`config.mk`:
```
export PLATFORM = sky130hd
export DESIGN_NAME = bbe_fifo
export DESIGN_NICKNAME = d
export VERILOG_FILES = /design/src/hw/rtl/bbe_fifo.sv
export SDC_FILE = /design/constraint.sdc
export NUM_CORES = 1
export LEC_CHECK = 0
export BUFFER_PORTS_ARGS = -buffer_cell sky130_fd_sc_hd__buf_2
export CAP_MARGIN = 20
export CORE_MARGIN = 2
export CORE_UTILIZATION = 48
export CTS_CLUSTER_DIAMETER = 30
export DETAILED_ROUTE_END_ITERATION = 12
export GPL_ROUTABILITY_DRIVEN = 0
export PLACE_DENSITY = 0.85
export SYNTH_ARGS = -nofsm -noshare
export SYNTH_HDL_FRONTEND = slang
export SYNTH_SLANG_ARGS = --single-unit
```
`constraint.sdc`:
```
create_clock -name clk_i -period 1.4 [get_ports clk_i]
set_input_delay 0.14 -clock clk_i [delete_from_list [all_inputs] [get_ports clk_i]]
set_output_delay 0.14 -clock clk_i [all_outputs]
set_load 0.03 [all_outputs]
```
`src/hw/rtl/bbe_fifo.sv`:
```
// Small job queue between the front and back parts of the blur.
// Generic in width and depth; no dependencies.
module bbe_fifo #(
  parameter int unsigned WIDTH = 8,
  parameter int unsigned DEPTH = 2
) (
  input  logic             clk_i,
  input  logic             rst_ni,
  input  logic             push_i,
  input  logic [WIDTH-1:0] data_i,
  output logic             full_o,
  input  logic             pop_i,
  output logic             valid_o,
  output logic [WIDTH-1:0] data_o
);

  localparam int unsigned PW = DEPTH > 1 ? $clog2(DEPTH) : 1;

  logic [WIDTH-1:0] mem_q [DEPTH];
  logic [PW-1:0]    wptr_q, rptr_q;
  logic [PW:0]      cnt_q;

  assign full_o  = (cnt_q == (PW+1)'(DEPTH));
  assign valid_o = (cnt_q != '0);
  assign data_o  = mem_q[rptr_q];

  always_ff @(posedge clk_i or negedge rst_ni) begin
    if (!rst_ni) begin
      wptr_q <= '0;
      rptr_q <= '0;
      cnt_q  <= '0;
    end else begin
      if (push_i) begin
        wptr_q <= (wptr_q == PW'(DEPTH-1)) ? '0 : wptr_q + 1'b1;
      end
      if (pop_i) begin
        rptr_q <= (rptr_q == PW'(DEPTH-1)) ? '0 : rptr_q + 1'b1;
      end
      if (push_i && !pop_i) begin
        cnt_q <= cnt_q + 1'b1;
      end else if (pop_i && !push_i) begin
        cnt_q <= cnt_q - 1'b1;
      end
    end
  end

  always_ff @(posedge clk_i) begin
    if (push_i) begin
      mem_q[wptr_q] <= data_i;
    end
  end

endmodule

```
Yosys cells after proc, flatten, opt, wreduce, memory -nomap -nowiden
Memory sizes are Yosys's and may differ from the RTL's.
Cells that the tools add are included.
{"block": "word_totals", "wordCells": 21, "memories": 1, "ram_bits": 16, "inputBits": 12, "ff_bits": 4, "output_inout_bits": 10}
{"name": "mem_q", "words": 2, "width": 8, "read_ports": 1, "rd_ports_with_merged_regs": 0, "write_ports": 1, "line": "19", "text": "logic [WIDTH-1:0] mem_q [DEPTH];"}
{"block": "classes", "n_mux": 6, "eq_ne": 1, "n_reduce_logical": 6, "add_sub_neg": 4}
{"op": "1-bit 2-to-1 mux", "n": 4}
{"op": "2-bit 2-to-1 mux", "n": 2}
{"op": "2-bit nonzero test", "n": 2}
{"op": "1-bit adder, second input constant", "n": 2}
{"op": "2-bit by 1-bit adder with 2-bit output, second input constant", "n": 1}
{"op": "2-bit equality test, second input constant", "n": 1}
{"op": "1-bit logical AND", "n": 2}
{"op": "1-bit logical NOT", "n": 2}
{"op": "2-bit by 1-bit subtractor with 2-bit output, second input constant", "n": 1}

Longest topological paths before layout
{"block": "logic_depth", "word_depth": 4, "depth_mapped": 5, "mapped_depth_nobuf": 5}

Worst setup path after synthesis
No wires, ideal clock.
{"block": "synth_path", "kind": "register -> register", "from": "register wptr_q", "to": "memory mem_q[0][0], enable pin", "required_ps": 1027, "synth_period_minus_slack_ps": 1162, "n_path_buf": 0, "setup_time_ps": 373, "stages_incl_launch_ff": 2, "t_arrival_ps": 789, "path_slack_ps": 238, "cell_sequence": "dfrtp_1 > nor2b_1"}
{"element": "from (decl)", "line": "20", "text": "logic [PW-1:0] wptr_q, rptr_q;"}
{"element": "from (signal assigned)", "line": "34", "text": "wptr_q <= (wptr_q == PW'(DEPTH-1)) ? '0 : wptr_q + 1'b1;"}
{"element": "to (decl)", "line": "19"}
No word-level cell before the write port.

Final worst setup path
{"block": "layout_path", "from": "register rptr_q", "to": "output data_o[1]"}
{"block": "layout_via", "elab_chain_len": 1}
{"element": "from (decl)", "line": "20"}
{"element": "from (signal assigned)", "line": "37", "text": "rptr_q <= (rptr_q == PW'(DEPTH-1)) ? '0 : rptr_q + 1'b1;"}
{"element": "memory 2 x 8 bit"}
{"element": "to (decl)", "line": "14", "text": "output logic [WIDTH-1:0] data_o"}
No other way between the ends.

==> metrics <==
htree depth=1; Worst Path Max Fanout=5; worst slew pin tran=just under 0.4 ns; Final ANT Viol Nets=0; Die Height=44.1 um; fraction of the yosys area taken by sequential cells=between 70% and 80%; hold_ws=between 0.02 and 0.03 ns; first-pass GRT wire length=2.02 mm; Fmax=0.708 GHz; Final Cell Area=1020 um^2; Synth cell types=13; Buf/Inv on CP=2; CP endpoint kind=primary output; TritonCTS clock tree=done; RSZ-0062 raised after global routing=yes; Clk Latency, worst-skew pair=approximately 0.29 ns; Leak=0.000421 uW; Async SR Flop Fraction=20.0%; synth top area cells=edfxtp_1, dfrtp_1, mux2_2; GRT Total Usage=15.2%; Site Rows=14; antenna diode count=0; Req. time, crit path=1.26 ns; initial antenna violation count=0; min cycle time layout=~1.4 ns; DR pass1 iterations=3; EDFF count, synth=16; run status=finished, violations left; Pwr Density=2100 nW/um^2; cell taking the most area after synthesis=edfxtp_1; clk root buf=clkbuf_4; Yosys reg bits=20; vias in the first global route=around 460; setup violators final=6; VDD IR-drop max=around 1100 uV; WL final=1.24 mm; # DRC=0; nets=85; full die area=a little under 2000 um^2; I/O pin total=22; Slew Limit Fails=0; Post-Syn Area per Cell=18.9 um^2; count leader, synth=edfxtp_1; WL/cell=14.2 um; critical path cell sequence=buf_6, mux2_2, buf_6; pin count of the biggest net entering global routing=12; vias=427; cell family with most CP delay=flip-flops; via-per-instance ratio=4.91; Crit Path Class=flop to primary output; Initial DRC Count=6; Hold Fails Final Rpt=0; area post-placement=around 900 um^2; top post-synthesis cells by count=edfxtp_1, mux2_2, dfrtp_1, xor2_1; Synth Net Count=between 50 and 60; total CTS buffers=3; number of synthesis warnings=0; slowest CP cell=dfrtp_2; Die X=about 44 um; CTS Buffer Depth=2; area grow syn2layout=31.9%; Core Region=1510 um^2; failing checks=setup timing; crit-path most repeated cell=buf_6; CTS clk-pin slew, worst paths=around 0.11 ns; Worst EP arrival=1.27 ns; share of cells above drive strength 1=56.3%; max capacitance violation total=0; cell count after synthesis=41; clk sinks=20; Layout Skew=between 0.005 and 0.006 ns; Worst Slack Setup Final=-0.0132 ns; Post-synth top flop=edfxtp_1; PortBufs=21; total grt overflow=0; Initial Utilization=51.3%; startpoint types=flop; worst hold path class=input pin to flop; Final period util=101%; Max-slew headroom=73.6%; Cell Area, Synth=773 um^2; Worst path max stage delay=0.39 ns; share of the synthesized area in the top cell type=62.1%
## metrics by stage
stage | TNS, ns | cells | setup WS (ns) | power (uW) | util [%]
global route | -0.480 | 87 | -0.0677 | 2250 | 67.7
floorplan | 0 | 41 | 0.238 | 1470 | -
global placement | 0 | 79 | 0.163 | 1620 | 59.9
CTS | -0.0737 | 87 | -0.0164 | 2150 | 67.7
finish | -0.0515 | 87 | -0.0132 | 2140 | 67.7
detailed placement | 0 | 79 | 0.161 | 1650 | 59.9
## where the power goes
part / internal (uW) / total (uW) / switching, uW
Combinational: 478 / 983 / 505
Sequential: 811 / 886 / 74.8
Clock: 111 / 272 / 161
## flip-flops by register name (all words and copies together), names as in the netlist
signal	cells
mem_q	16
cnt_q	2
rptr_q	1
wptr_q	1
## kinds of logic after synthesis
logic type | after synthesis | share of synthesized area (%)
xor+xnor | 5 | 5.66
fa+ha+maj | 1 | 1.62
buf+inv | 2 | 1.94
flops | 20 | 75.1
mux | 8 | 11.7
simple gates | 5 | 4.05
## timing repair
action | CTS | global route
resized for setup | 20 | 0
buffers inserted | 3 | 0
hold buffers | 1 | 0
endpoints found under the setup margin | 8 | 8
hold endpoints to repair | 4 | 0
## cell type report
type	instances	area, um^2
flip-flops and latches	20	582
well taps	16	20.0
inverters	1	3.75
fillers	104	487
multi-input cells	19	178
clock buffers	4	26.3
repair buffers	27	210
## final timing paths
path                                            from                     to  slack (ns)  depth (start not counted)
worst max-delay path              rptr_q$_DFFE_PN0P_              data_o[1]       -0.01                          3
worst min-delay path                       data_i[7]  mem_q[1][7]$_DFFE_PP_        0.03                          1
worst max register to register    wptr_q$_DFFE_PN0P_  mem_q[1][5]$_DFFE_PP_        0.29                          1
worst min register to register  cnt_q[1]$_DFFE_PN0P_   cnt_q[1]$_DFFE_PN0P_        0.50                          1
max in group asynchronous                     rst_ni     rptr_q$_DFFE_PN0P_        1.06                          2
min in group asynchronous                     rst_ni     wptr_q$_DFFE_PN0P_        0.21                          2
## layout by cell type, fill, tap and decap left out
master         instances
nor2_1                 1
and2_1                 1
dfrtp_1                3
nor2b_1                1
xnor2_1                1
buf_4                  3
dfrtp_2                1
buf_2                 13
clkbuf_1               1
mux2_2                 8
and2b_2                1
or2_2                  1
clkbuf_4               3
edfxtp_1              16
ha_1                   1
dlygate4sd3_1          1
xor2_1                 4
inv_1                  1
buf_6                 10
## routing by layer
layer  part of all wire, %  vias to the layer above  global-route usage (%)  wire length (um)
li1                      -                      212                       -                 -
met1                    41                      204                    17.8               501
met2                    55                        9                    25.9               678
met3                   2.8                        2                    2.86                34
met4                   1.6                        0                    9.09                20
met5                     0                        -                       0                 0
Power figures use the tool's default switching activity.
