==> src/hw/rtl/bbe_pkg.sv <==
// Shared types, register indexes and the reciprocal table of the 3x3 box blur.
// Used by the front, back and top-level modules; depends on nothing else.
package bbe_pkg;

  localparam int unsigned PIX_W = 24;
  localparam int unsigned SUM_W = 12;
  localparam int unsigned CNT_W = 4;
  localparam int unsigned RCP_W = 17;
  localparam int unsigned OUT_ROW_W = 12;
  localparam int unsigned OUT_COL_W = 10;
  localparam int unsigned CFG_IDX_W = 2;
  localparam int unsigned CFG_DATA_W = 13;
  localparam int unsigned CFG_WIDTH_W = 11;

  localparam logic [CFG_IDX_W-1:0] REG_IMAGE_WIDTH = 2'd0;
  localparam logic [CFG_IDX_W-1:0] REG_IMAGE_HEIGHT = 2'd1;

  typedef logic [PIX_W-1:0] pix_t;

  typedef struct packed {
    logic [8:0][PIX_W-1:0]  win;
    logic [OUT_ROW_W-1:0]   row;
    logic [OUT_COL_W-1:0]   col;
    logic                   ige1;
    logic                   ige2;
    logic                   jge1;
    logic                   jge2;
    logic                   row_end;
    logic                   last_row;
  } job_t;

  function automatic logic [RCP_W-1:0] recip(input logic [CNT_W-1:0] n);
    logic [RCP_W-1:0] r;
    case (n)
      4'd2:    r = 17'd32768;
      4'd3:    r = 17'd21846;
      4'd4:    r = 17'd16384;
      4'd5:    r = 17'd13108;
      4'd6:    r = 17'd10923;
      4'd7:    r = 17'd9363;
      4'd8:    r = 17'd8192;
      4'd9:    r = 17'd7282;
      default: r = 17'd65536;
    endcase
    return r;
  endfunction

endpackage

==> src/hw/rtl/bbe_back.sv <==
// Back part of the blur: turns each job into up to four averaged results.
// Depends on bbe_pkg; a sum stage and a reciprocal-multiply output stage.
module bbe_back (
  input  logic                              clk_i,
  input  logic                              rst_ni,
  input  logic                              job_valid_i,
  input  bbe_pkg::job_t                     job_i,
  output logic                              job_pop_o,
  output logic                              out_valid_o,
  input  logic                              out_ready_i,
  output logic [7:0]                        blue_out_o,
  output logic [7:0]                        green_out_o,
  output logic [7:0]                        red_out_o,
  output logic [bbe_pkg::OUT_ROW_W-1:0]     out_row_o,
  output logic [bbe_pkg::OUT_COL_W-1:0]     out_col_o,
  output logic                              last_of_run_o
);

  localparam int unsigned PW = bbe_pkg::SUM_W + bbe_pkg::RCP_W;

  bbe_pkg::job_t                  job_q;
  logic [3:0]                     mask_q, mask_d, sel, rem, new_mask;
  logic                           out_adv, s1_adv, issue, load;
  logic                           roff, coff;
  logic [2:0]                     rin, cin;
  logic [2:0][bbe_pkg::SUM_W-1:0] sum_d, sum_q;
  logic [bbe_pkg::CNT_W-1:0]      n_d, n_q;
  logic [bbe_pkg::OUT_ROW_W-1:0]  r_d, r_q;
  logic [bbe_pkg::OUT_COL_W-1:0]  c_d, c_q;
  logic                           last_d, last_q, s1_v_q;
  logic [bbe_pkg::RCP_W-1:0]      rcp;
  logic [2:0][PW-1:0]             prod;

  assign out_adv = !out_valid_o || out_ready_i;
  assign s1_adv  = !s1_v_q || out_adv;
  assign sel     = mask_q & (~mask_q + 4'd1);
  assign issue   = s1_adv && (mask_q != '0);
  assign rem     = issue ? (mask_q & ~sel) : mask_q;
  assign load    = job_valid_i && (rem == '0);
  assign job_pop_o = load;

  assign new_mask = {job_i.last_row && job_i.row_end,
                     job_i.last_row && job_i.jge1,
                     job_i.ige1 && job_i.row_end,
                     job_i.ige1 && job_i.jge1};
  assign mask_d = load ? new_mask : rem;

  always_comb begin
    roff   = sel[2] | sel[3];
    coff   = sel[1] | sel[3];
    rin[0] = !roff && job_q.ige2;
    rin[1] = job_q.ige1;
    rin[2] = 1'b1;
    cin[0] = !coff && job_q.jge2;
    cin[1] = job_q.jge1;
    cin[2] = 1'b1;
    sum_d  = '0;
    n_d    = '0;
    for (int t = 0; t < 3; t++) begin
      for (int s = 0; s < 3; s++) begin
        if (rin[t] && cin[s]) begin
          for (int ch = 0; ch < 3; ch++) begin
            sum_d[ch] = sum_d[ch] + bbe_pkg::SUM_W'(job_q.win[t*3+s][ch*8 +: 8]);
          end
          n_d = n_d + 1'b1;
        end
      end
    end
    r_d    = roff ? job_q.row : job_q.row - 1'b1;
    c_d    = coff ? job_q.col : job_q.col - 1'b1;
    last_d = ((mask_q & ~sel) == '0);
  end

  assign rcp = bbe_pkg::recip(n_q);

  always_comb begin
    for (int ch = 0; ch < 3; ch++) begin
      prod[ch] = PW'(sum_q[ch]) * PW'(rcp);
    end
  end

  always_ff @(posedge clk_i or negedge rst_ni) begin
    if (!rst_ni) begin
      mask_q      <= '0;
      s1_v_q      <= 1'b0;
      out_valid_o <= 1'b0;
    end else begin
      mask_q <= mask_d;
      if (s1_adv) begin
        s1_v_q <= issue;
      end
      if (out_adv) begin
        out_valid_o <= s1_v_q;
      end
    end
  end

  always_ff @(posedge clk_i) begin
    if (load) begin
      job_q <= job_i;
    end
    if (issue) begin
      sum_q  <= sum_d;
      n_q    <= n_d;
      r_q    <= r_d;
      c_q    <= c_d;
      last_q <= last_d;
    end
    if (out_adv && s1_v_q) begin
      blue_out_o    <= prod[0][16 +: 8];
      green_out_o   <= prod[1][16 +: 8];
      red_out_o     <= prod[2][16 +: 8];
      out_row_o     <= r_q;
      out_col_o     <= c_q;
      last_of_run_o <= last_q;
    end
  end

endmodule

==> config.mk <==
export PLATFORM = sky130hd
export DESIGN_NAME = bbe_back
export DESIGN_NICKNAME = d
export VERILOG_FILES = /design/src/hw/rtl/bbe_pkg.sv /design/src/hw/rtl/bbe_back.sv
export SDC_FILE = /design/constraint.sdc
export NUM_CORES = 2
export LEC_CHECK = 0
export BUFFER_PORTS_ARGS = -buffer_cell sky130_fd_sc_hd__buf_2
export CAP_MARGIN = 20
export CORE_MARGIN = 5
export CORE_UTILIZATION = 25
export CTS_CLUSTER_SIZE = 24
export DETAILED_ROUTE_END_ITERATION = 16
export PLACE_DENSITY = 0.49
export SLEW_MARGIN = 20
export SYNTH_ARGS = -nofsm -noshare
export SYNTH_HDL_FRONTEND = slang
export SYNTH_SLANG_ARGS = --single-unit
==> constraint.sdc <==
create_clock -name clk_i -period 24.6 [get_ports clk_i]
set_input_delay 1.23 -clock clk_i [delete_from_list [all_inputs] [get_ports clk_i]]
set_output_delay 1.23 -clock clk_i [all_outputs]
set_load 0.01 [all_outputs]
Yosys cells after proc, flatten, opt, wreduce, memory -nomap -nowiden
Memories as Yosys holds them, arrays and structs flattened. A register that Yosys moved wholly into a read port is not among the register bits.
Index checks and enable logic that the tools add are counted.
Word-level totals
  bits in writable memories: 0
  output and inout bits: 49
  bits of input ports: 248
  register bits after elaboration: 358
  latch bits: 0
  bits in read-only memories: 272
  memories: 1
Memory list
  (name not given): depth 16, width 17, read ports 1, clocked after Yosys merged registers in 1, write ports 0, line bbe_pkg.sv:34  | case (n)
Operators by class
  div/mod/pow operators: 0
  reduce and logical (&&, ||, !) cells: 22
  equal/unequal tests: 0
  multiplexer cells: 21
  shift operators: 0
  $add $sub $neg: 35
  order comparisons: 0
  bitwise gates (word level): 6
  multipliers: 3
Operators with widths (number)
  $add A12 B8 Y12: 24
  $mux W36: 7
  $mul A12 B17 Y24: 3
  $mux W4: 10
  $add A4 B1 Y4 const B: 9
  $mux W32: 1
  $logic_and A1 B1 Y1: 13
  $mux W12: 1
  $sub A12 B1 Y12 const B: 1
  $mux W10: 1
  $sub A10 B1 Y10 const B: 1
  $and A4 B4 Y4: 2
  $logic_not A4 Y1: 2
  $not A4 Y4: 2
  $logic_not A1 Y1: 4
  $reduce_bool A4 Y1: 1
  $logic_or A1 B1 Y1: 2
  $or A1 B1 Y1: 2
  $mux W1: 1

Logic depth before layout (Yosys ltp)
  word-level depth: 24
  depth in mapped cells: 51
  depth with buffers taken out: 50

Worst setup path after synthesis
Ideal clock, no wire load.
  path type: input port to flip-flop
  start point: input port out_ready_i
  end point: register job_q, in the netlist cin[1] (enable)
  cell stages on the path: 6
  path buffers: 1
  required time: 23.366 ns
  slack: 3.408 ns
  arrival: 19.958 ns
  library setup time: 1.234 ns
  cell sequence: nand2b_1 > nor2_1 > or2_2 > clkbuf_1 > or3_1 > a21boi_0
Between the ends
  longest elaborated chain between the ends: 6
RTL lines
  from (decl): line bbe_back.sv:10  | input logic out_ready_i,
  $logic_or A1 B1 Y1: line bbe_back.sv:34  | assign out_adv = !out_valid_o || out_ready_i;
  $logic_or A1 B1 Y1: line bbe_back.sv:35  | assign s1_adv = !s1_v_q || out_adv;
  $logic_and A1 B1 Y1: line bbe_back.sv:37  | assign issue = s1_adv && (mask_q != '0);
  $mux W4: line bbe_back.sv:38  | assign rem = issue ? (mask_q & ~sel) : mask_q;
  $logic_not A4 Y1: line bbe_back.sv:39  | assign load = job_valid_i && (rem == '0);
  $logic_and A1 B1 Y1: line bbe_back.sv:39
  via job_pop_o: line bbe_back.sv:8  | output logic job_pop_o,
  to (signal assigned): line bbe_back.sv:100  | job_q <= job_i;
  to (decl): line bbe_back.sv:21  | bbe_pkg::job_t job_q;
The timed path passes the listed nets, and every way through them passes these cells.
A chain may end at the register's enable or synchronous reset.

==> metrics.md <==
| Metric | Value |
|---|---|
| TritonCTS buffer count | `45` |
| Synth area leaders | `edfxtp_1 28%, fa_1 23%, ha_1 11%, inv_1 5.7%, nand2_1 4.8%` |
| Final Wtd Congestion | `0.839` |
| Maxcap violations | `0` |
| H-Tree Depth | `2` |
| Die Span Y | `401 µm` |
| IO Pins | `297` |
| CTS clk-pin slew, worst paths | `60 ps` |
| Port buffer count | `296` |
| Reg-to-reg endpoint | `sum_q[11]` |
| Post-synth top flop | `edfxtp_1` |
| Worst Tran Pin Value | `1020 ps` |
| Post-DR wirelength/cell | `17.1 µm` |
| Synthesized area per cell | `10.0 µm²` |
| DRT Pass-1 Iters | `5` |
| Hold EP | `out_col_o[3]` |
| Worst Setup Path Type | `reg -> reg` |
| Critical-path top delay cell | `dfrtp_1` |
| Post-Syn Instances | `3823` |
| Gr busiest metal | `met2` |
| Worst EP required | `25010 ps` |
| EDFF count, synth | `352` |
| Largest area contributor in the netlist | `edfxtp_1` |
| Hold Path Stages | `0` |
| Worst setup EP type | `flip-flop` |
| Worst-path fanout max | `28` |
| Final hold violations | `0` |
| Initial core utilization | `0.252` |
| Period utilization | `0.420` |
| Root Driver | `clkbuf_16` |
| Antenna violations before repair | `16` |
| Top-area cell type share of the netlist area | `0.276` |
| Total clock sinks | `373` |
| Pin count of the biggest net entering global routing | `72` |
| RSZ-0062 raised after global routing | `no` |
| Grt ovf | `0` |
| # nets final | `5083` |
| F_max | `0.0967 GHz` |
| Grt met2 use | `0.220` |
| R2R depth | `48` |
| Nature of the critical path startpoint | `flip-flop` |
| Sum Neg Setup Slack | `0 ps` |
| Reg2reg setup slack | `14260 ps` |
| CTS tree | `yes` |
| # Post-CTS Setup Buffers | `0` |
| Crit path top cell by count | `ha_1` |
| Max_slew headroom | `0.319` |
| Via count of the first global-routing pass | `28000` |
| Arr. time, crit path | `10750 ps` |
| Worst min path class | `reg -> reg` |
| Synth Register Bits | `373` |
| Min Tclk post-route | `10340 ps` |
| Proportion of layout cells with a drive suffix above 1 | `0.115` |
| Post-synthesis cell area | `0.0383 mm²` |
| Met1 Track Usage GR | `0.174` |
| Area Growth Syn to Fin | `13.5%` |
| Vias per cell | `4.36` |
| 1st-iter DRT viols | `1234` |
| CP max stage delay | `530 ps` |
| FF-to-FF Start | `mask_q[2]` |
| Status | `finished, final reports clean` |
| Max Root-Sink Buffers | `3` |
| Drt total wl | `105 mm` |
| Yosys warnings | `0` |
| Die ar. | `0.161 mm²` |
| Synth async-reset ratio | `0.0161` |
| # setup viols final | `0` |
| Placeable Area | `0.152 mm²` |
| Final instance area | `0.0434 mm²` |
| Placed Instances | `6042` |
| Met3 Track Usage GR | `0.0227` |
| Row count | `143` |
| Worst-Skew Late Latency | `600 ps` |
| Post_cts resized | `0` |
| Max-slew violation count | `0` |
| # hold bufs at CTS | `0` |
| Setup Skew | `21.3 ps` |
| Sequential share of the synthesized area | `0.288` |
| Netlist cell types | `98` |
| Hpwl dp | `84.1 mm` |
| Die width | `401 µm` |
| Antenna-violating nets left | `0` |
| Mapped Nets | `4847` |
| Via Count | `26700` |
| Hold Startpoint | `c_q[3]` |
| First-pass GRT wire length | `165 mm` |
| Total track usage | `0.130` |
| Placed cell area | `0.0420 mm²` |
| Non-filler instance count after layout | `6128` |
| Drt drc | `0` |
-- cell families (layout without fill, tap and decap cells) --
kind of cell,count (synthesis),after routing,share of synthesized area
compound gates,583,583,0.0969
xor+xnor,231,231,0.0548
fa+ha+maj,782,782,0.343
buf+inv,721,992,0.0717
flops,373,373,0.288
mux,34,34,0.00958
other cells,0,4,0
simple gates,1099,1099,0.136
-- synthesized netlist by cell type, types with 8 or more instances --
cell      count
nand3b_1      9
mux2i_1      15
fa_1        447
nand2b_1     24
nor2b_1      31
a31oi_1       8
edfxtp_1    352
nand2_1     487
o21a_1       39
ha_1        329
nand3_1      24
inv_1       581
dfxtp_1      15
a21boi_0     16
and3_1        9
a21o_1       61
o21bai_1     26
xor2_1       78
clkbuf_1    125
mux2_2       18
and2_1      219
xnor2_1     147
o21ai_0     162
o211ai_1     10
a211oi_1      8
or3_1        12
o31ai_1      23
o21ai_1       8
nor4_1        8
nor2_1      187
or2_2         8
nor3_1       42
a21oi_1     153
-- worst max-delay path by stage --
stage | slack [ps] | end | cells past startpoint | start
2_1_floorplan | 3410 | cin[1] | 6 | out_ready_i
3_3_place_gp | 14480 | sum_q[23] | 45 | mask_q[1]
3_5_place_dp | 14220 | sum_q[23] | 45 | mask_q[1]
4_1_cts | 14220 | sum_q[23] | 45 | mask_q[1]
5_1_grt | 13150 | sum_q[11] | 48 | mask_q[2]
6_report | 14260 | sum_q[11] | 48 | mask_q[2]
-- per-layer routing --
layer	wire length (µm)	vias up	part of all wire
met3	5300	90	0.051
met2	49600	523	0.47
met1	47800	13100	0.46
met4	2190	2	0.021
li1	-	13000	-
met5	13	-	0.00012
-- sequential cells by signal, summed over array words and instances, names as in the netlist --
name           cells
mask_q             4
c_q               10
cin                1
red_out_o          8
s1_v_q             1
blue_out_o         8
n_q                4
out_row_o         12
job_q            241
last_q             1
out_col_o         10
green_out_o        8
last_of_run_o      1
sum_q             36
rcp               15
out_valid_o        1
r_q               12
-- metrics by stage --
stage / utilization / worst slack, ps / hold WS [ps]
floorplan: - / 3410 / 400
global placement: 0.276 / 14480 / 402
detailed placement: 0.276 / 14220 / 405
CTS: 0.286 / 14220 / 397
global route: 0.286 / 13150 / 410
finish: 0.286 / 14260 / 407
-- layout by cell type (no fill, tap or decap), drive strengths merged, types with 8 or more instances in the layout --
cell / netlist / final
or3: 12 / 12
clkbuf: 125 / 50
nor2b: 32 / 32
fa: 447 / 447
clkinv: 0 / 12
mux2i: 16 / 16
o21a: 39 / 39
o211ai: 11 / 11
a211oi: 9 / 9
edfxtp: 352 / 352
o21ai: 171 / 171
a21oi: 155 / 155
nand3: 25 / 25
nor3: 43 / 43
xor2: 79 / 79
or2: 13 / 13
inv: 584 / 596
o31ai: 25 / 25
a21o: 61 / 61
mux2: 18 / 18
nor4: 8 / 8
a21boi: 17 / 17
and2: 219 / 219
dfxtp: 15 / 15
buf: 12 / 326
a31oi: 8 / 8
nand2: 487 / 487
o21bai: 27 / 27
nand2b: 24 / 24
ha: 329 / 329
and3: 9 / 9
nand3b: 9 / 9
xnor2: 148 / 148
nor2: 189 / 189
-- final cells by class --
type                            instances  area (µm²)
Tap cell                             2030        2540
Timing Repair Buffer                  326        1710
Antenna cell                            4        10.0
Fill cell                           16000      109000
Clock inverter                         32         292
Multi-Input combinational cell       2729       24500
Inverter                              584        2190
Sequential cell                       373       11000
Clock buffer                           50        1140
-- critical path, delay by kind of cell, from the launching register on --
kind                     cells  cell delay (ps)
flip-flops                   1              530
buffers and inverters        3              370
AO/OA/AOI/OAI               18             3520
XOR/XNOR                     3              380
adder cells (fa/ha/maj)      9             2830
AND/OR/NAND/NOR             15             2490
Power is not shown: default switching activity piles up to over one toggle a cycle in this logic, so the estimate is an artifact.
